**src/design/vad_hangover_state_machine_macros.svh**
```systemverilog
// Assertion macros shared by the voice activity hangover design.
// No dependencies; included by the modules that carry assertions.
`ifndef VAD_HANGOVER_STATE_MACHINE_MACROS_SVH
`define VAD_HANGOVER_STATE_MACHINE_MACROS_SVH

// Same-cycle implication, disabled while reset is high.
`define VHSM_ASSERT_IMPLY(label, clk, rst, ante, cons) \
   label: assert property (@(posedge clk) disable iff (rst) (ante) |-> (cons)) \
      else $error("vhsm: same-cycle implication failed");

// Next-cycle implication, disabled while reset is high.
`define VHSM_ASSERT_NEXT(label, clk, rst, ante, cons) \
   label: assert property (@(posedge clk) disable iff (rst) (ante) |=> (cons)) \
      else $error("vhsm: next-cycle implication failed");

`endif

```
**src/design/vhsm_pkg.sv**
```systemverilog
// Shared types and constants of the voice activity hangover block.
// No dependencies; imported by every module of the block but vhsm_fifo.
package vhsm_pkg;

   // Field widths.
   localparam int PROB_W     = 16;
   localparam int THR_W      = 17;
   localparam int RUN_W      = 16;
   localparam int FRAME_W    = 31;
   localparam int POS_W      = 32;
   localparam int CSR_DATA_W = 17;
   localparam int CSR_IDX_W  = 3;
   localparam int QUEUE_DEPTH = 2;

   // Saturation limits.
   localparam logic [FRAME_W-1:0] FRAME_MAX = {FRAME_W{1'b1}};
   localparam logic [RUN_W-1:0]   RUN_MAX   = {RUN_W{1'b1}};

   // Register indexes of the configuration port.
   localparam logic [CSR_IDX_W-1:0] CSR_THRESHOLD   = 3'd0;
   localparam logic [CSR_IDX_W-1:0] CSR_MIN_SILENCE = 3'd1;
   localparam logic [CSR_IDX_W-1:0] CSR_MIN_SPEECH  = 3'd2;
   localparam logic [CSR_IDX_W-1:0] CSR_MAX_SPEECH  = 3'd3;
   localparam logic [CSR_IDX_W-1:0] CSR_PAD_START   = 3'd4;

   typedef enum logic [1:0] {
      ST_SILENCE         = 2'd0,
      ST_POSSIBLE_SPEECH = 2'd1,
      ST_SPEECH          = 2'd2,
      ST_POSSIBLE_SILENCE = 2'd3
   } vad_state_type;

   typedef struct packed {
      logic [THR_W-1:0] threshold;
      logic [15:0]      min_silence_frames;
      logic [7:0]       min_speech_frames;
      logic [15:0]      max_speech_frames;
      logic [7:0]       pad_start_frames;
   } cfg_type;

   // Classified frame handed from the front to the back.
   typedef struct packed {
      logic               voiced;
      logic [FRAME_W-1:0] frame_index;
   } mid_item_type;

   // Result item waiting in the output queue.
   typedef struct packed {
      logic               active;
      vad_state_type      vad_state;
      logic [POS_W-1:0]   speech_start;
      logic [POS_W-1:0]   speech_end;
      logic [FRAME_W-1:0] frame_index;
   } rsp_item_type;

endpackage

```
**src/design/vhsm_fifo.sv**
```systemverilog
// Small register-based queue with push/full and pop/empty sides.
// Depends on nothing but its parameters.
module vhsm_fifo #(
   parameter int WIDTH = 32,
   parameter int DEPTH = 2
) (
   input  logic             clock,
   input  logic             reset,
   input  logic             push,
   input  logic [WIDTH-1:0] wdata,
   output logic             full,
   input  logic             pop,
   output logic [WIDTH-1:0] rdata,
   output logic             empty
);
   localparam int PTR_W = (DEPTH > 1) ? $clog2(DEPTH) : 1;
   localparam int CNT_W = $clog2(DEPTH + 1);

   logic [WIDTH-1:0] mem_ff [DEPTH];
   logic [PTR_W-1:0] wr_ptr_ff, wr_ptr_in;
   logic [PTR_W-1:0] rd_ptr_ff, rd_ptr_in;
   logic [CNT_W-1:0] count_ff, count_in;
   logic             do_push, do_pop;

   assign full    = (count_ff == CNT_W'(DEPTH));
   assign empty   = (count_ff == '0);
   assign do_push = push && !full;
   assign do_pop  = pop && !empty;
   assign rdata   = mem_ff[rd_ptr_ff];

   // Pointer wrap and occupancy.
   always_comb begin
      wr_ptr_in = wr_ptr_ff;
      rd_ptr_in = rd_ptr_ff;
      count_in  = count_ff;
      if (do_push) begin
         wr_ptr_in = (wr_ptr_ff == PTR_W'(DEPTH - 1)) ? '0 : wr_ptr_ff + PTR_W'(1);
      end
      if (do_pop) begin
         rd_ptr_in = (rd_ptr_ff == PTR_W'(DEPTH - 1)) ? '0 : rd_ptr_ff + PTR_W'(1);
      end
      if (do_push && !do_pop) begin
         count_in = count_ff + CNT_W'(1);
      end else if (do_pop && !do_push) begin
         count_in = count_ff - CNT_W'(1);
      end
   end

   always_ff @(posedge clock) begin
      if (reset) begin
         wr_ptr_ff <= '0;
         rd_ptr_ff <= '0;
         count_ff  <= '0;
      end else begin
         wr_ptr_ff <= wr_ptr_in;
         rd_ptr_ff <= rd_ptr_in;
         count_ff  <= count_in;
      end
   end

   // Storage needs no reset.
   always_ff @(posedge clock) begin
      if (do_push) begin
         mem_ff[wr_ptr_ff] <= wdata;
      end
   end

endmodule

```
**src/design/vhsm_front.sv**
```systemverilog
// Front end: accepts frames, keeps the probability window and frame count,
// and classifies each frame as speech or not. Depends on vhsm_pkg.
`include "vad_hangover_state_machine_macros.svh"

module vhsm_front #(
   parameter int WINDOW_LEN = 5
) (
   input  logic                         clock,
   input  logic                         reset,
   input  logic                         req_push,
   output logic                         req_full,
   input  logic [vhsm_pkg::PROB_W-1:0]  req_prob,
   input  logic [vhsm_pkg::THR_W-1:0]   threshold,
   output logic                         mid_push,
   output vhsm_pkg::mid_item_type       mid_item,
   input  logic                         mid_full
);
   import vhsm_pkg::*;

   localparam int FILL_W = $clog2(WINDOW_LEN + 1);
   localparam int SUM_W  = PROB_W + FILL_W;
   localparam int PROD_W = THR_W + FILL_W;

   logic [PROB_W-1:0]  win_ff [WINDOW_LEN];
   logic [SUM_W-1:0]   sum_ff, sum_in;
   logic [FILL_W-1:0]  fill_ff, fill_in;
   logic [FRAME_W-1:0] frame_ff, frame_in;
   logic [PROD_W-1:0]  limit;
   logic               accept;
   logic               window_full;

   assign req_full = mid_full;
   assign accept   = req_push && !mid_full;

   // Running sum: drop the oldest entry once the window is full.
   always_comb begin
      window_full = (fill_ff == FILL_W'(WINDOW_LEN));
      fill_in     = window_full ? fill_ff : fill_ff + FILL_W'(1);
      sum_in      = sum_ff + SUM_W'(req_prob);
      if (window_full) begin
         sum_in = sum_in - SUM_W'(win_ff[WINDOW_LEN-1]);
      end
      frame_in = (frame_ff == FRAME_MAX) ? frame_ff : frame_ff + FRAME_W'(1);
      limit    = PROD_W'(threshold) * PROD_W'(fill_in);
   end

   // The comparison against threshold times count replaces the average.
   assign mid_push              = accept;
   assign mid_item.voiced       = (PROD_W'(sum_in) >= limit);
   assign mid_item.frame_index  = frame_in;

   always_ff @(posedge clock) begin
      if (reset) begin
         sum_ff   <= '0;
         fill_ff  <= '0;
         frame_ff <= '0;
      end else if (accept) begin
         sum_ff   <= sum_in;
         fill_ff  <= fill_in;
         frame_ff <= frame_in;
      end
   end

   // Shift line of recent probabilities; entries are read only once filled.
   always_ff @(posedge clock) begin
      if (accept) begin
         win_ff[0] <= req_prob;
         for (int i = 1; i < WINDOW_LEN; i++) begin
            win_ff[i] <= win_ff[i-1];
         end
      end
   end

   `VHSM_ASSERT_IMPLY(a_fill_bound, clock, reset, 1'b1, fill_ff <= FILL_W'(WINDOW_LEN))
   `VHSM_ASSERT_IMPLY(a_empty_sum, clock, reset, fill_ff == '0, sum_ff == '0)
   `VHSM_ASSERT_NEXT(a_frame_counts, clock, reset, accept, frame_ff != '0)

endmodule

```
**src/design/vhsm_back.sv**
```systemverilog
// Back end: runs the hangover state machine on classified frames and
// builds the result items. Depends on vhsm_pkg.
`include "vad_hangover_state_machine_macros.svh"

module vhsm_back (
   input  logic                     clock,
   input  logic                     reset,
   input  vhsm_pkg::cfg_type        cfg,
   input  vhsm_pkg::mid_item_type   mid_item,
   input  logic                     mid_empty,
   output logic                     mid_pop,
   output logic                     out_push,
   output vhsm_pkg::rsp_item_type   out_item,
   input  logic                     out_full
);
   import vhsm_pkg::*;

   vad_state_type      state_ff, state_in;
   logic [RUN_W-1:0]   speech_run_ff, speech_run_in;
   logic [RUN_W-1:0]   silence_run_ff, silence_run_in;
   logic               split_ff, split_in;
   logic [POS_W-1:0]   start_ff, start_in;
   logic [POS_W-1:0]   end_ff, end_in;
   logic [RUN_W-1:0]   speech_inc, silence_inc;
   logic [FRAME_W-1:0] fc;
   logic signed [33:0] start_raw, end_next, start_lo, start_mid, start_hi;
   logic               fire;

   assign fire     = !mid_empty && !out_full;
   assign mid_pop  = fire;
   assign out_push = fire;
   assign fc       = mid_item.frame_index;

   // Saturating run increments and the padded, clamped start frame.
   always_comb begin
      speech_inc  = (speech_run_ff == RUN_MAX) ? speech_run_ff : speech_run_ff + RUN_W'(1);
      silence_inc = (silence_run_ff == RUN_MAX) ? silence_run_ff : silence_run_ff + RUN_W'(1);
      start_raw   = $signed({3'b000, fc}) + 34'sd1 - $signed({18'd0, speech_inc})
                    - $signed({26'd0, cfg.pad_start_frames});
      end_next    = $signed({{2{end_ff[POS_W-1]}}, end_ff}) + 34'sd1;
      start_lo    = (start_raw < 34'sd1) ? 34'sd1 : start_raw;
      start_mid   = (start_lo < end_next) ? end_next : start_lo;
      start_hi    = (start_mid > 34'sd2147483647) ? 34'sd2147483647 : start_mid;
   end

   // Next state of the hangover machine.
   always_comb begin
      state_in       = state_ff;
      speech_run_in  = speech_run_ff;
      silence_run_in = silence_run_ff;
      split_in       = 1'b0;
      end_in         = end_ff;
      start_in       = split_ff ? {1'b0, fc} : start_ff;
      unique case (state_ff)
         ST_SILENCE: begin
            if (mid_item.voiced) begin
               state_in      = ST_POSSIBLE_SPEECH;
               speech_run_in = speech_inc;
            end else begin
               silence_run_in = silence_inc;
               speech_run_in  = '0;
            end
         end
         ST_POSSIBLE_SPEECH: begin
            if (mid_item.voiced) begin
               speech_run_in = speech_inc;
               if (speech_inc >= {8'd0, cfg.min_speech_frames}) begin
                  state_in       = ST_SPEECH;
                  start_in       = start_hi[POS_W-1:0];
                  silence_run_in = '0;
               end
            end else begin
               state_in       = ST_SILENCE;
               silence_run_in = RUN_W'(1);
               speech_run_in  = '0;
            end
         end
         ST_SPEECH: begin
            speech_run_in = speech_inc;
            if (mid_item.voiced) begin
               silence_run_in = '0;
               if (speech_inc >= cfg.max_speech_frames) begin
                  split_in      = 1'b1;
                  speech_run_in = '0;
                  end_in        = {1'b0, fc};
                  start_in      = '1;
               end
            end else begin
               state_in       = ST_POSSIBLE_SILENCE;
               silence_run_in = silence_inc;
            end
         end
         ST_POSSIBLE_SILENCE: begin
            speech_run_in = speech_inc;
            if (mid_item.voiced) begin
               state_in       = ST_SPEECH;
               silence_run_in = '0;
               if (speech_inc >= cfg.max_speech_frames) begin
                  split_in      = 1'b1;
                  speech_run_in = '0;
                  end_in        = {1'b0, fc};
                  start_in      = '1;
               end
            end else begin
               silence_run_in = silence_inc;
               if (silence_inc >= cfg.min_silence_frames) begin
                  state_in      = ST_SILENCE;
                  end_in        = {1'b0, fc};
                  start_in      = '1;
                  speech_run_in = '0;
               end
            end
         end
      endcase
   end

   // Result item reflects the state after this frame.
   assign out_item.active       = (state_in == ST_SPEECH) || (state_in == ST_POSSIBLE_SILENCE);
   assign out_item.vad_state    = state_in;
   assign out_item.speech_start = start_in;
   assign out_item.speech_end   = end_in;
   assign out_item.frame_index  = fc;

   always_ff @(posedge clock) begin
      if (reset) begin
         state_ff       <= ST_SILENCE;
         speech_run_ff  <= '0;
         silence_run_ff <= '0;
         split_ff       <= 1'b0;
         start_ff       <= '1;
         end_ff         <= '1;
      end else if (fire) begin
         state_ff       <= state_in;
         speech_run_ff  <= speech_run_in;
         silence_run_ff <= silence_run_in;
         split_ff       <= split_in;
         start_ff       <= start_in;
         end_ff         <= end_in;
      end
   end

   `VHSM_ASSERT_IMPLY(a_split_in_speech, clock, reset, split_ff, state_ff == ST_SPEECH)
   `VHSM_ASSERT_IMPLY(a_split_no_start, clock, reset, split_ff, start_ff == '1)
   `VHSM_ASSERT_IMPLY(a_idle_no_start, clock, reset,
      (state_ff == ST_SILENCE) || (state_ff == ST_POSSIBLE_SPEECH), start_ff == '1)

endmodule

```
**src/design/vad_hangover_state_machine.sv**
```systemverilog
// Voice activity hangover post-processor: accepts one speech probability per
// cycle while req_full is low and returns one result item per frame. The
// front end classifies an item in the cycle it is accepted (window sum and
// threshold compare) and writes it into a two-entry queue; the back end
// takes it from that queue, updates the state machine and writes the result
// into a two-entry output queue, which presents it on the rsp_ ports.
// Neither end has a busy state, so the sustained rate is one item per clock
// while neither queue fills. While rsp_pop stays low, four items wait inside
// before req_full rises. There is no clearing pass after reset.
// Depends on vhsm_pkg, vhsm_fifo, vhsm_front and vhsm_back.
module vad_hangover_state_machine #(
   parameter int WINDOW_LEN = 5
) (
   input  logic                             clock,
   input  logic                             reset,
   input  logic                             req_push,
   output logic                             req_full,
   input  logic [vhsm_pkg::PROB_W-1:0]      req_prob,
   output logic                             rsp_empty,
   input  logic                             rsp_pop,
   output logic                             rsp_active,
   output logic [1:0]                       rsp_vad_state,
   output logic signed [vhsm_pkg::POS_W-1:0] rsp_speech_start,
   output logic signed [vhsm_pkg::POS_W-1:0] rsp_speech_end,
   output logic [vhsm_pkg::FRAME_W-1:0]     rsp_frame_index,
   input  logic                             csr_write,
   input  logic [vhsm_pkg::CSR_IDX_W-1:0]   csr_index,
   input  logic [vhsm_pkg::CSR_DATA_W-1:0]  csr_wdata
);
   import vhsm_pkg::*;

   localparam int MID_W = $bits(mid_item_type);
   localparam int RSP_W = $bits(rsp_item_type);

   cfg_type      cfg_ff, cfg_in;
   mid_item_type front_item, back_item;
   rsp_item_type back_rsp, queue_rsp;
   logic         mid_push, mid_full, mid_pop, mid_empty;
   logic         out_push, out_full;

   // Configuration register decode; unknown indexes are dropped.
   always_comb begin
      cfg_in = cfg_ff;
      if (csr_write) begin
         unique case (csr_index)
            CSR_THRESHOLD:   cfg_in.threshold          = csr_wdata;
            CSR_MIN_SILENCE: cfg_in.min_silence_frames = csr_wdata[15:0];
            CSR_MIN_SPEECH:  cfg_in.min_speech_frames  = csr_wdata[7:0];
            CSR_MAX_SPEECH:  cfg_in.max_speech_frames  = csr_wdata[15:0];
            CSR_PAD_START:   cfg_in.pad_start_frames   = csr_wdata[7:0];
            default:         cfg_in = cfg_ff;
         endcase
      end
   end

   always_ff @(posedge clock) begin
      if (reset) begin
         cfg_ff.threshold          <= THR_W'(32768);
         cfg_ff.min_silence_frames <= 16'd30;
         cfg_ff.min_speech_frames  <= 8'd8;
         cfg_ff.max_speech_frames  <= 16'd2000;
         cfg_ff.pad_start_frames   <= 8'd5;
      end else begin
         cfg_ff <= cfg_in;
      end
   end

   // Front end classifies frames.
   vhsm_front #(
      .WINDOW_LEN (WINDOW_LEN)
   ) u_front (
      .clock     (clock),
      .reset     (reset),
      .req_push  (req_push),
      .req_full  (req_full),
      .req_prob  (req_prob),
      .threshold (cfg_ff.threshold),
      .mid_push  (mid_push),
      .mid_item  (front_item),
      .mid_full  (mid_full)
   );

   // Queue between the two ends.
   vhsm_fifo #(
      .WIDTH (MID_W),
      .DEPTH (QUEUE_DEPTH)
   ) u_mid_fifo (
      .clock (clock),
      .reset (reset),
      .push  (mid_push),
      .wdata (front_item),
      .full  (mid_full),
      .pop   (mid_pop),
      .rdata (back_item),
      .empty (mid_empty)
   );

   // Back end runs the state machine.
   vhsm_back u_back (
      .clock     (clock),
      .reset     (reset),
      .cfg       (cfg_ff),
      .mid_item  (back_item),
      .mid_empty (mid_empty),
      .mid_pop   (mid_pop),
      .out_push  (out_push),
      .out_item  (back_rsp),
      .out_full  (out_full)
   );

   // Output queue holds finished items until they are popped.
   vhsm_fifo #(
      .WIDTH (RSP_W),
      .DEPTH (QUEUE_DEPTH)
   ) u_rsp_fifo (
      .clock (clock),
      .reset (reset),
      .push  (out_push),
      .wdata (back_rsp),
      .full  (out_full),
      .pop   (rsp_pop),
      .rdata (queue_rsp),
      .empty (rsp_empty)
   );

   assign rsp_active       = queue_rsp.active;
   assign rsp_vad_state    = queue_rsp.vad_state;
   assign rsp_speech_start = $signed(queue_rsp.speech_start);
   assign rsp_speech_end   = $signed(queue_rsp.speech_end);
   assign rsp_frame_index  = queue_rsp.frame_index;

endmodule
```
**config.mk**
```make
export PLATFORM = sky130hd
export DESIGN_NAME = vad_hangover_state_machine
export DESIGN_NICKNAME = d
export VERILOG_FILES = /design/src/design/vhsm_pkg.sv /design/src/design/vhsm_fifo.sv /design/src/design/vhsm_front.sv /design/src/design/vhsm_back.sv /design/src/design/vad_hangover_state_machine.sv
export VERILOG_INCLUDE_DIRS = /design/src /design/src/design
export SDC_FILE = /design/constraint.sdc
export NUM_CORES = 1
export LEC_CHECK = 0
export ABC_AREA = 1
export BUFFER_PORTS_ARGS = -buffer_cell sky130_fd_sc_hd__buf_2
export CELL_PAD_IN_SITES_DETAIL_PLACEMENT = 0
export CELL_PAD_IN_SITES_GLOBAL_PLACEMENT = 1
export CORE_UTILIZATION = 30
export DETAILED_ROUTE_END_ITERATION = 10
export PLACE_DENSITY_LB_ADDON = 0.12
export SLEW_MARGIN = 20
export SYNTH_ARGS = -nofsm -noshare
export SYNTH_HDL_FRONTEND = slang
export SYNTH_SLANG_ARGS = --single-unit
```
**constraint.sdc**
```tcl
create_clock -name clock -period 25.1 [get_ports clock]
set_clock_uncertainty 0.1 [all_clocks]
set_input_delay 5.02 -clock clock [delete_from_list [all_inputs] [get_ports clock]]
set_output_delay 5.02 -clock clock [all_outputs]
set_load 0.1 [all_outputs]
```
==> flow_summary_export.csv, run 1 <==
group,metric,value,unit
grt,grt_pass1_wl,171000,µm
critical_path,crit_slowest_cell,"ha_1",
min_path,min_to,"u_front.win_ff[0][22]",
route,wl,114000,µm
sta,fin_crit,10.62,ns
grt,grt_usage,19.7,%
route,antenna_left,0,
sta,worst_pin_slew,0.940,ns
synth,synth_fa_ha_area_share,7.86,%
sta,setup_slack,14.48,ns
synth,ys_ff_latch,567,
layout,syn2layout_area_growth,13.7,%
clock_tree,cts-root-buf,"clkbuf_16",
clock_tree,cts_tree,"yes",
synth,seq_area_frac_synth,43.4,%
route,vias,28000,
placed_design,numPortBuffers,140,
synth,synth_mux_area_share,3.24,%
critical_path,crit_type,"register to register",
critical_path,endpoint_kind,"register",
synth,ys_warn_count,0,
synth,syn_area_per_cell,8.16,µm²
sta,drv_slew,0,
grt,grt_max_degree,72,
layout,fin_cells,5811,
clock_tree,clk_pin_slew,0.06,ns
layout,antenna_cells,0,
layout,fin_util,34.4,%
synth,synth-simple-area-share,21.0,%
die,die_w,339,µm
critical_path,required,25.35,ns
critical_path,cp_common_cell,"nand2_1",
placed_design,dpl.cell_count,5676,
clock_tree,cts_hold_buffers,0,
die,dieArea,0.115,mm²
synth,yosysMostFrequentCell,"nand2_1",
synth,synth-compound-area-share,13.2,%
outcome,status,"finished clean",
synth,synthesis.nets,4409,
min_path,holdPathStages,0,
route,via_per_inst,4.82,
min_path,hp-class,"register to register",
die,num_rows,123,
synth,yosysTopAreaCell,"edfxtp_1",
critical_path,r2r_cells,48,
die,core_area,0.112,mm²
sta,setup_viol,0,
clock_tree,clock_latency,0.66,ns
synth,yosysTopAreaCellShare,30.0,%
sta,relSlewSlack,37.1,%
sta,period_share,42.3,%
clock_tree,cts_max_level,3,
die,die_h,339,µm
route,dr.pass1.iters,7,
die,ioPinCount,141,
layout,fill_cells,12000,
critical_path,crit_path_max_incr_delay,0.76,ns
synth,synth_common_cells,"nand2_1, inv_1, a21oi_1",
synth,synth_edf_count,340,
synth,synth_area,0.0340,mm²
synth,synth_top_family_by_area,"simple AND/OR/NAND/NOR gates",
sta,report.final.hold_viol_count,0,
synth,synth-main-ff-cell,"edfxtp_1",
grt,first_global_vias,27100,
min_path,min_from,"u_front.win_ff[0][6]",
clock_tree,ctsResizeCount,0,
grt,antenna_found_initial,0,
die,initial_core_util,30.2,%
critical_path,critPathLaunchType,"register",
synth,synth_xor_area_share,3.73,%
route,wl_per_cell,19.6,µm
sta,rsz0062_at_grt,"false",
route,drc,0,
critical_path,r2r_slack,14.48,ns
sta,fmax,94.1,MHz
clock_tree,post_cts_buffers,0,
critical_path,cp.arrival,10.87,ns
layout,final_nets,4492,
synth,post_synth_num_cell_types,63,
critical_path,reg2reg_to,"u_rsp_fifo.mem_ff[1][66]",
clock_tree,numCtsBuffers,72,
synth,synthArstFlopShare,0,%
placed_design,gp_congestion,0.897,
route,dr.first_iter.drc_count,1846,
sta,fin_tns_setup,0,ns
power,p_leak,16.4,nW
synth,synthTopCellsByArea,"edfxtp_1, dfxtp_1, nand2_1",
flow_run,cap_violations,0,
placed_design,place_hpwl,82300,µm
layout,drive_above_1_share,12.0,%
power,power.density,153,mW/mm²
grt,overflow,0,
power,total_power,5.92,mW
clock_tree,cts.sinks,567,
synth,synth_cells,4168,
power,ir_worst_vdd,0.0000802,V
placed_design,preCtsSetupSlack,14.59,ns
clock_tree,cts_max_path_buffers,3,
critical_path,cp_max_fo,54,
report_power, final:
group / leakage, nW / internal, mW / switching (mW)
Sequential: 5.01 / 1.35 / 0.122
Clock: 1.18 / 0.654 / 0.434
Combinational: 10.2 / 0.819 / 2.53
routing by layer:
| layer | up-vias | GRT usage (%) | part of all wire [%] |
|---|---|---|---|
| met2 | 558 | 32.6 | 46 |
| met4 | 0 | 6.00 | 2.9 |
| met5 | - | 0 | 0 |
| met1 | 13200 | 26.2 | 46 |
| li1 | 14100 | - | - |
| met3 | 141 | 3.16 | 4.2 |
worst max-delay path: cells and delay by family, from the launching register on:
| kind | cells | cell delay [ns] |
|---|---|---|
| and+or+nand+nor | 30 | 4.43 |
| adders and majority gates | 5 | 2.05 |
| buffers and inverters | 7 | 2.01 |
| AOI/OAI and AO/OA | 5 | 1.01 |
| DFF | 1 | 0.36 |
| xor gates and xnor gates | 1 | 0.30 |
final cells by class:
class / instances / area [µm²] / share of cell area, %
sequential: 567 / 14800 / 38.2
clock inverter: 40 / 528 / 1.36
timing repair buffer: 169 / 937 / 2.42
inverter: 499 / 1880 / 4.86
clock buffer: 94 / 1940 / 5.00
tap: 1500 / 1880 / 4.85
multi-input combinational: 2942 / 16800 / 43.3
placed cells by master (no fill, tap or decap), types with 7 or more instances in the layout:
master,count
a211oi_1,12
a21boi_1,10
a21o_1,8
a21oi_1,365
a22oi_1,11
a31oi_1,10
and2_1,7
buf_2,139
buf_4,28
bufinv_16,10
clkbuf_1,18
clkbuf_16,73
clkinv_1,9
clkinvlp_4,7
dfxtp_1,224
edfxtp_1,340
fa_1,23
ha_1,177
inv_1,486
inv_2,8
mux2_2,98
nand2_1,912
nand2_2,49
nand2_4,10
nand3_1,136
nand4_1,52
nor2_1,357
nor2_2,20
nor2_4,11
nor3_1,54
nor4_1,23
o211ai_1,16
o21ai_0,323
o21bai_1,16
o22ai_1,31
or2_2,19
xnor2_1,20
xor2_1,125
worst max path at each step:
stage / startpoint / to
floorplan: req_prob[0] / u_mid_fifo.mem_ff[0][31]
detailed placement: register / u_rsp_fifo.mem_ff[0][66]
global route: register / u_rsp_fifo.mem_ff[0][66]
finish: register / u_rsp_fifo.mem_ff[1][66]
CTS: register / u_rsp_fifo.mem_ff[0][66]
global placement: req_prob[0] / u_mid_fifo.mem_ff[0][31]
cells by family (layout without fill, tap and decap cells):
family | after synthesis | in the layout
and+or+nand+nor | 1669 | 1669
AOI/OAI and AO/OA | 830 | 830
buffers and inverters | 659 | 802
DFF | 567 | 567
adders and majority gates | 200 | 200
xor gates and xnor gates | 145 | 145
muxes | 98 | 98
through the flow:
step           area [µm²]  hold WS [ns]
2_1_floorplan       34000         0.300
3_5_place_dp        36200         0.305
4_1_cts             38700         0.312
5_1_grt             38700         0.315
6_report            38700         0.308
3_3_place_gp        36200         0.301
state kept, by name, summed over array words and instances, names as in the netlist, 3 cells and up, named ones only:
signal                 cells
u_front.frame_ff          31
u_rsp_fifo.mem_ff        196
cfg_ff                    65
u_back.silence_run_ff     16
u_back.end_ff             32
u_back.speech_run_ff      16
u_back.start_ff           32
u_front.sum_ff            19
u_front.win_ff            80
u_front.fill_ff            3
u_mid_fifo.mem_ff         64
No activity file was read; power rests on OpenSTA's default activity.
==> run 2: changes to the inputs <==
--- a/config.mk
+++ b/config.mk
@@ -6,7 +6,7 @@
 export SDC_FILE = /design/constraint.sdc
 export NUM_CORES = 1
 export LEC_CHECK = 0
-export ABC_AREA = 1
+export ABC_AREA = 0
 export BUFFER_PORTS_ARGS = -buffer_cell sky130_fd_sc_hd__buf_2
 export CELL_PAD_IN_SITES_DETAIL_PLACEMENT = 0
 export CELL_PAD_IN_SITES_GLOBAL_PLACEMENT = 1
==> constraint.sdc (replaced) <==
create_clock -name clock -period 8.8 [get_ports clock]
set_clock_uncertainty 0.1 [all_clocks]
set_input_delay 1.76 -clock clock [delete_from_list [all_inputs] [get_ports clock]]
set_output_delay 1.76 -clock clock [all_outputs]
set_load 0.1 [all_outputs]
==> run 2 against run 1 <==
  * Sequential share of layout area rose by 1.0 points
  * Worst setup slack got worse by 14 ns
  * Fmax rose by 24%
  * Area after synthesis fell by 7.4%
  * Via count fell by 14%
  * Critical path type unchanged
  * Critical endpoint is now u_back.start_ff[6]
  * Largest cell class unchanged
  * Highest routed layer unchanged
==> flow_summary_export.csv, run 2 <==
group,metric,value,unit
synth,yosysTopAreaCellShare,32.4,%
synth,seq_area_frac_synth,46.8,%
die,dieArea,0.106,mm²
layout,seqCellArea,0.0148,mm²
layout,fill_cells,10400,
clock_tree,cts.sinks,567,
synth,ys_warn_count,0,
route,wl_per_cell,19.6,µm
clock_tree,cts_hold_buffers,0,
sta,relSlewSlack,30.7,%
clock_tree,numCtsBuffers,70,
placed_design,dpl-instance-area,0.0348,mm²
critical_path,r2r_cells,37,
route,drc,0,
sta,period_share,97.2,%
power,power.density,371,mW/mm²
synth,ys_ff_latch,567,
synth,synthArstFlopShare,0,%
layout,finalInstanceArea,0.0377,mm²
critical_path,cp.arrival,8.97,ns
critical_path,crit_slowest_cell,"fa_1",
synth,post_synth_num_cell_types,100,
placed_design,numPortBuffers,140,
critical_path,endpoint_kind,"register",
layout,largest_register_ffs,196,
synth,synth-main-ff-cell,"edfxtp_1",
synth,syn_area_per_cell,9.84,µm²
sta,fmax,117,MHz
critical_path,r2r_slack,0.25,ns
die,ioPinCount,141,
power,p_leak,14.6,nW
die,initial_core_util,30.4,%
layout,layout_common_cells,"nand2_1, edfxtp_1, nor2_1, a21oi_1, dfxtp_1",
layout,syn2layout_area_growth,19.7,%
route,vias,24200,
sta,hold_ws,0.316,ns
route,dr.first_iter.drc_count,1461,
die,die_h,326,µm
layout,multi_input_area,0.0158,mm²
synth,yosysTopAreaCell,"edfxtp_1",
clock_tree,cts_max_path_buffers,3,
sta,report.final.hold_viol_count,0,
min_path,holdPathStages,0,
grt,grt_pass1_wl,147000,µm
layout,drive_above_1_share,19.7,%
synth,synth_cells,3204,
placed_design,gp_congestion,0.855,
route,dr.pass1.iters,5,
power,ir_worst_vdd,0.000373,V
synth,yosysMostFrequentCell,"nand2_1",
layout,fin_cells,4901,
die,num_rows,118,
route,antenna_left,0,
outcome,status,"finished clean",
clock_tree,clk_pin_slew,0.06,ns
grt,first_global_vias,23900,
layout,final_common_cell,"nand2_1",
synth,synth_edf_count,340,
grt,grt_max_degree,80,
critical_path,critPathLaunchType,"register",
layout,final_nets,3706,
die,core_area,0.104,mm²
min_path,min_from,"u_front.win_ff[0][29]",
layout,antenna_cells,0,
clock_tree,cts_max_level,3,
synth,synthTopCellsByArea,"edfxtp_1, dfxtp_1, ha_1",
grt,grt_usage,17.9,%
min_path,min_to,"u_front.win_ff[0][45]",
critical_path,cp_max_fo,12,
layout,reg.largest.list,"u_rsp_fifo.mem_ff (196), u_front.win_ff (80), cfg_ff (65)",
critical_path,crit_path_max_incr_delay,0.55,ns
layout,regMostFlops,"u_rsp_fifo.mem_ff",
clock_tree,cts-root-buf,"clkbuf_16",
sta,fin_crit,8.55,ns
placed_design,dpl.cell_count,4756,
route,via_per_inst,4.93,
synth,synth_area,0.0315,mm²
sta,setup_slack,0.250,ns
grt,overflow,0,
flow_run,cap_violations,0,
placed_design,place_hpwl,71200,µm
critical_path,crit_type,"register to register",
sta,setup_viol,0,
layout,fin_util,36.3,%
sta,worst_pin_slew,1.04,ns
grt,antenna_found_initial,4,
sta,drv_slew,0,
synth,synthesis.nets,3445,
clock_tree,cts_tree,"yes",
die,die_w,326,µm
critical_path,required,9.22,ns
placed_design,preCtsSetupSlack,-0.224,ns
route,wl,96200,µm
synth,synth_common_cells,"nand2_1, edfxtp_1, nor2_1",
critical_path,reg2reg_to,"u_back.start_ff[6]",
sta,rsz0062_at_grt,"true",
critical_path,regToRegStartpoint,"u_back.speech_run_ff[14]",
clock_tree,clock_latency,0.64,ns
min_path,hp-class,"register to register",
run 2: area by class of cell:
cell class | count | area share (%)
Sequential cell | 567 | 39.2
Clock inverter | 36 | 1.06
Timing Repair Buffer | 328 | 5.88
Tap cell | 1380 | 4.58
Inverter | 214 | 2.15
Clock buffer | 92 | 5.14
Multi-Input combinational cell | 2284 | 42.0
run 2: report_power, final:
group | switching, mW | internal [mW] | total [mW]
clock | 1.18 | 1.77 | 2.94
combinational | 4.97 | 2.17 | 7.14
sequential | 0.280 | 3.61 | 3.89
total | 6.43 | 7.55 | 14.0
run 2: critical path, delay by kind of cell (launching register included):
| kind | cells | cell delay [ns] |
|---|---|---|
| mux | 1 | 0.20 |
| fa+ha+maj | 4 | 1.34 |
| xor+xnor | 2 | 0.35 |
| buf+inv | 6 | 0.74 |
| flops | 1 | 0.34 |
| simple gates | 12 | 3.02 |
| compound gates | 12 | 2.33 |
run 2: repair_timing:
action                                  CTS  global route
buffers inserted                          3            14
resized for setup                        16            87
endpoints found under the setup margin   89            95
cloned                                    1             0
pin swaps                                 8            39
run 2: logic make-up after synthesis:
| group | after synthesis | synth area share, % |
|---|---|---|
| AND/OR/NAND/NOR | 1053 | 15.4 |
| AO/OA/AOI/OAI | 669 | 13.7 |
| flip-flops | 567 | 46.8 |
| buffers and inverters | 354 | 4.39 |
| XOR/XNOR | 208 | 5.80 |
| adder cells (fa/ha/maj) | 201 | 8.52 |
| multiplexers | 152 | 5.35 |
run 2: worst max path at each step:
stage / depth (start not counted) / slack (ns) / from / to
6_report: 37 / 0.25 / u_back.speech_run_ff[14] / u_back.start_ff[6]
5_1_grt: 37 / -0.08 / u_back.speech_run_ff[14] / u_back.start_ff[16]
4_1_cts: 38 / 0.1 / u_back.speech_run_ff[0] / u_back.start_ff[25]
3_5_place_dp: 36 / -0.22 / u_back.speech_run_ff[12] / u_back.start_ff[26]
3_3_place_gp: 36 / -0.11 / u_back.speech_run_ff[11] / u_back.start_ff[26]
2_1_floorplan: 43 / 0.03 / register / u_back.start_ff[9]
run 2: layer usage:
layer / part of all wire, % / track usage [%]
met4: 2.3 / 4.96
met3: 3.8 / 2.38
met5: 0 / 0
met1: 49 / 25.6
met2: 44 / 28.3
run 2: stage by stage:
stage	setup TNS, ns	total power [mW]
6_report	0	14.0
5_1_grt	-1.76	14.8
4_1_cts	0	14.0
3_5_place_dp	-9.51	10.9
3_3_place_gp	-1.03	10.9
2_1_floorplan	0	8.96
==> run 3: changes to the inputs <==
==> constraint.sdc (replaced) <==
create_clock -name clock -period 8.8 [get_ports clock]
set_clock_uncertainty 0.1 [all_clocks]
set_input_delay 2.64 -clock clock [delete_from_list [all_inputs] [get_ports clock]]
set_output_delay 2.64 -clock clock [all_outputs]
set_load 0.1 [all_outputs]
==> run 3 against run 2 <==
  * Via count is 0.24% lower
  * Die area stayed put
  * Register-to-register slack better by 0.02 ns
  * Sequential power hardly changed
  * Global-route usage is 0.17 points lower
  * Critical path type unchanged
==> flow_summary_export.csv, run 3 (synthesized netlist as in run 2, its figures left out) <==
group,metric,value,unit
placed_design,place_hpwl,71100,µm
power,p_seq_share,27.7,%
die,die_h,326,µm
power,p_clk_share,21.7,%
placed_design,numPortBuffers,140,
die,die_w,326,µm
route,drc,0,
power,p_comb_share,50.7,%
route,maxUsedRoutingLayer,"met4",
layout,finalInstanceArea,0.0376,mm²
die,ioPinCount,141,
power,total_power,14.0,mW
die,initial_core_util,30.4,%
layout,largest_register_ffs,196,
critical_path,path_buf_inv,8,
layout,reg.largest.list,"u_rsp_fifo.mem_ff (196), u_front.win_ff (80), cfg_ff (65)",
critical_path,critPathLaunchType,"register",
power,power.density,373,mW/mm²
sta,fin_crit,8.53,ns
grt,first_global_vias,23600,
layout,syn2layout_area_growth,19.4,%
clock_tree,cts.sinks,567,
critical_path,endpoint_kind,"register",
sta,worst_pin_slew,1.01,ns
layout,layout_common_cells,"nand2_1, edfxtp_1, nor2_1, a21oi_1, dfxtp_1",
die,core_area,0.104,mm²
layout,drive_above_1_share,18.7,%
clock_tree,numCtsBuffers,70,
route,vias,24100,
sta,rsz0062_at_grt,"true",
critical_path,crit_path_max_incr_delay,0.55,ns
grt,overflow,0,
clock_tree,cts_hold_buffers,0,
clock_tree,cts_max_level,3,
route,dr.pass1.iters,5,
critical_path,required,9.21,ns
power,cellInternalPower,7.62,mW
grt,grt_max_degree,79,
layout,final_nets,3693,
sta,hold_ws,0.308,ns
power,ir_worst_vdd,0.000480,V
route,via_per_inst,4.93,
route,antenna_left,0,
outcome,status,"finished clean",
clock_tree,cts_tree,"yes",
route,wl_met3,3960,µm
route,dr.first_iter.drc_count,1618,
clock_tree,cts-root-buf,"clkbuf_16",
route,drt-met1-wl,47800,µm
sta,drv_slew,0,
critical_path,crit_slowest_cell,"or4b_1",
sta,report.final.hold_viol_count,0,
clock_tree,cts_max_path_buffers,3,
sta,period_share,97.0,%
critical_path,cpLargestDelayFamily,"simple AND/OR/NAND/NOR gates",
critical_path,cp.arrival,8.94,ns
clock_tree,clk_pin_slew,0.06,ns
placed_design,dpl-instance-area,0.0347,mm²
critical_path,crit_type,"register to register",
power,p_sw_share,45.8,%
clock_tree,clock_latency,0.63,ns
power,switchingPower,6.43,mW
sta,relSlewSlack,32.5,%
grt,antenna_found_initial,4,
flow_run,cap_violations,0,
grt,grt_usage,17.8,%
layout,regMostFlops,"u_rsp_fifo.mem_ff",
die,dieArea,0.106,mm²
layout,fill_cells,10400,
layout,final_common_cell,"nand2_1",
power,p_leak,14.6,nW
die,num_rows,118,
route,wl,96400,µm
layout,antenna_cells,0,
placed_design,gp_congestion,0.850,
route,wl_met2,42800,µm
critical_path,cp_max_fo,8,
min_path,hp-class,"register to register",
sta,fmax,117,MHz
sta,setup_viol,0,
grt,grt_pass1_wl,146000,µm
route,wl_per_cell,19.7,µm
==> run 3: area by class of cell <==
| class | count | area [µm²] | area share, % |
|---|---|---|---|
| multi-input cells | 2283 | 15800 | 42.0 |
| flip-flops and latches | 567 | 14800 | 39.2 |
| repair buffers | 316 | 2100 | 5.58 |
| clock buffers | 87 | 1940 | 5.16 |
| well taps | 1380 | 1730 | 4.59 |
| inverters | 214 | 807 | 2.14 |
| clock inverters | 41 | 493 | 1.31 |
==> run 3: power by group through the flow <==
stage | combinational, mW | clock [mW] | sequential, mW
2_1_floorplan | 5.11 | 0 | 3.86
3_3_place_gp | 6.96 | 0 | 3.92
3_5_place_dp | 7.00 | 0 | 3.94
4_1_cts | 7.03 | 3.14 | 3.89
5_1_grt | 7.66 | 3.22 | 3.95
6_report | 7.12 | 3.04 | 3.89
==> run 3: timing repair <==
| item | 4_1_cts | 5_1_grt |
|---|---|---|
| gates resized for setup | 6 | 73 |
| pin swaps | 2 | 36 |
| buffers inserted | 0 | 6 |
| endpoints found under the setup margin | 20 | 96 |
| gates cloned | 0 | 1 |
==> run 3: path summary, 6_finish.rpt <==
path                                 from                     to  slack [ns]  cells after the start
setup reg to reg  u_back.speech_run_ff[0]     u_back.start_ff[9]        0.27                     39
setup / recovery  u_back.speech_run_ff[0]     u_back.start_ff[9]        0.27                     39
hold / removal      u_front.win_ff[0][58]  u_front.win_ff[0][74]        0.31                      0
hold reg to reg     u_front.win_ff[0][58]  u_front.win_ff[0][74]        0.31                      0
==> run 3: per-layer routing <==
| layer | track usage [%] | vias up |
|---|---|---|
| li1 | - | 11900 |
| met1 | 25.8 | 11600 |
| met2 | 27.9 | 476 |
| met3 | 2.42 | 97 |
| met4 | 3.88 | 0 |
| met5 | 0 | - |
==> run 3: metrics by stage <==
step,setup WS (ns),utilization [%],std cells,setup TNS (ns)
final,0.268,36.3,4888,0
after global routing,-0.0665,36.3,4888,-1.39
after CTS,0.00345,35.8,4881,0
after detailed placement,-0.0342,33.5,4753,-0.0414
after global placement,-0.0362,33.5,4753,-0.0684
after floorplan,0.0283,-,3204,0
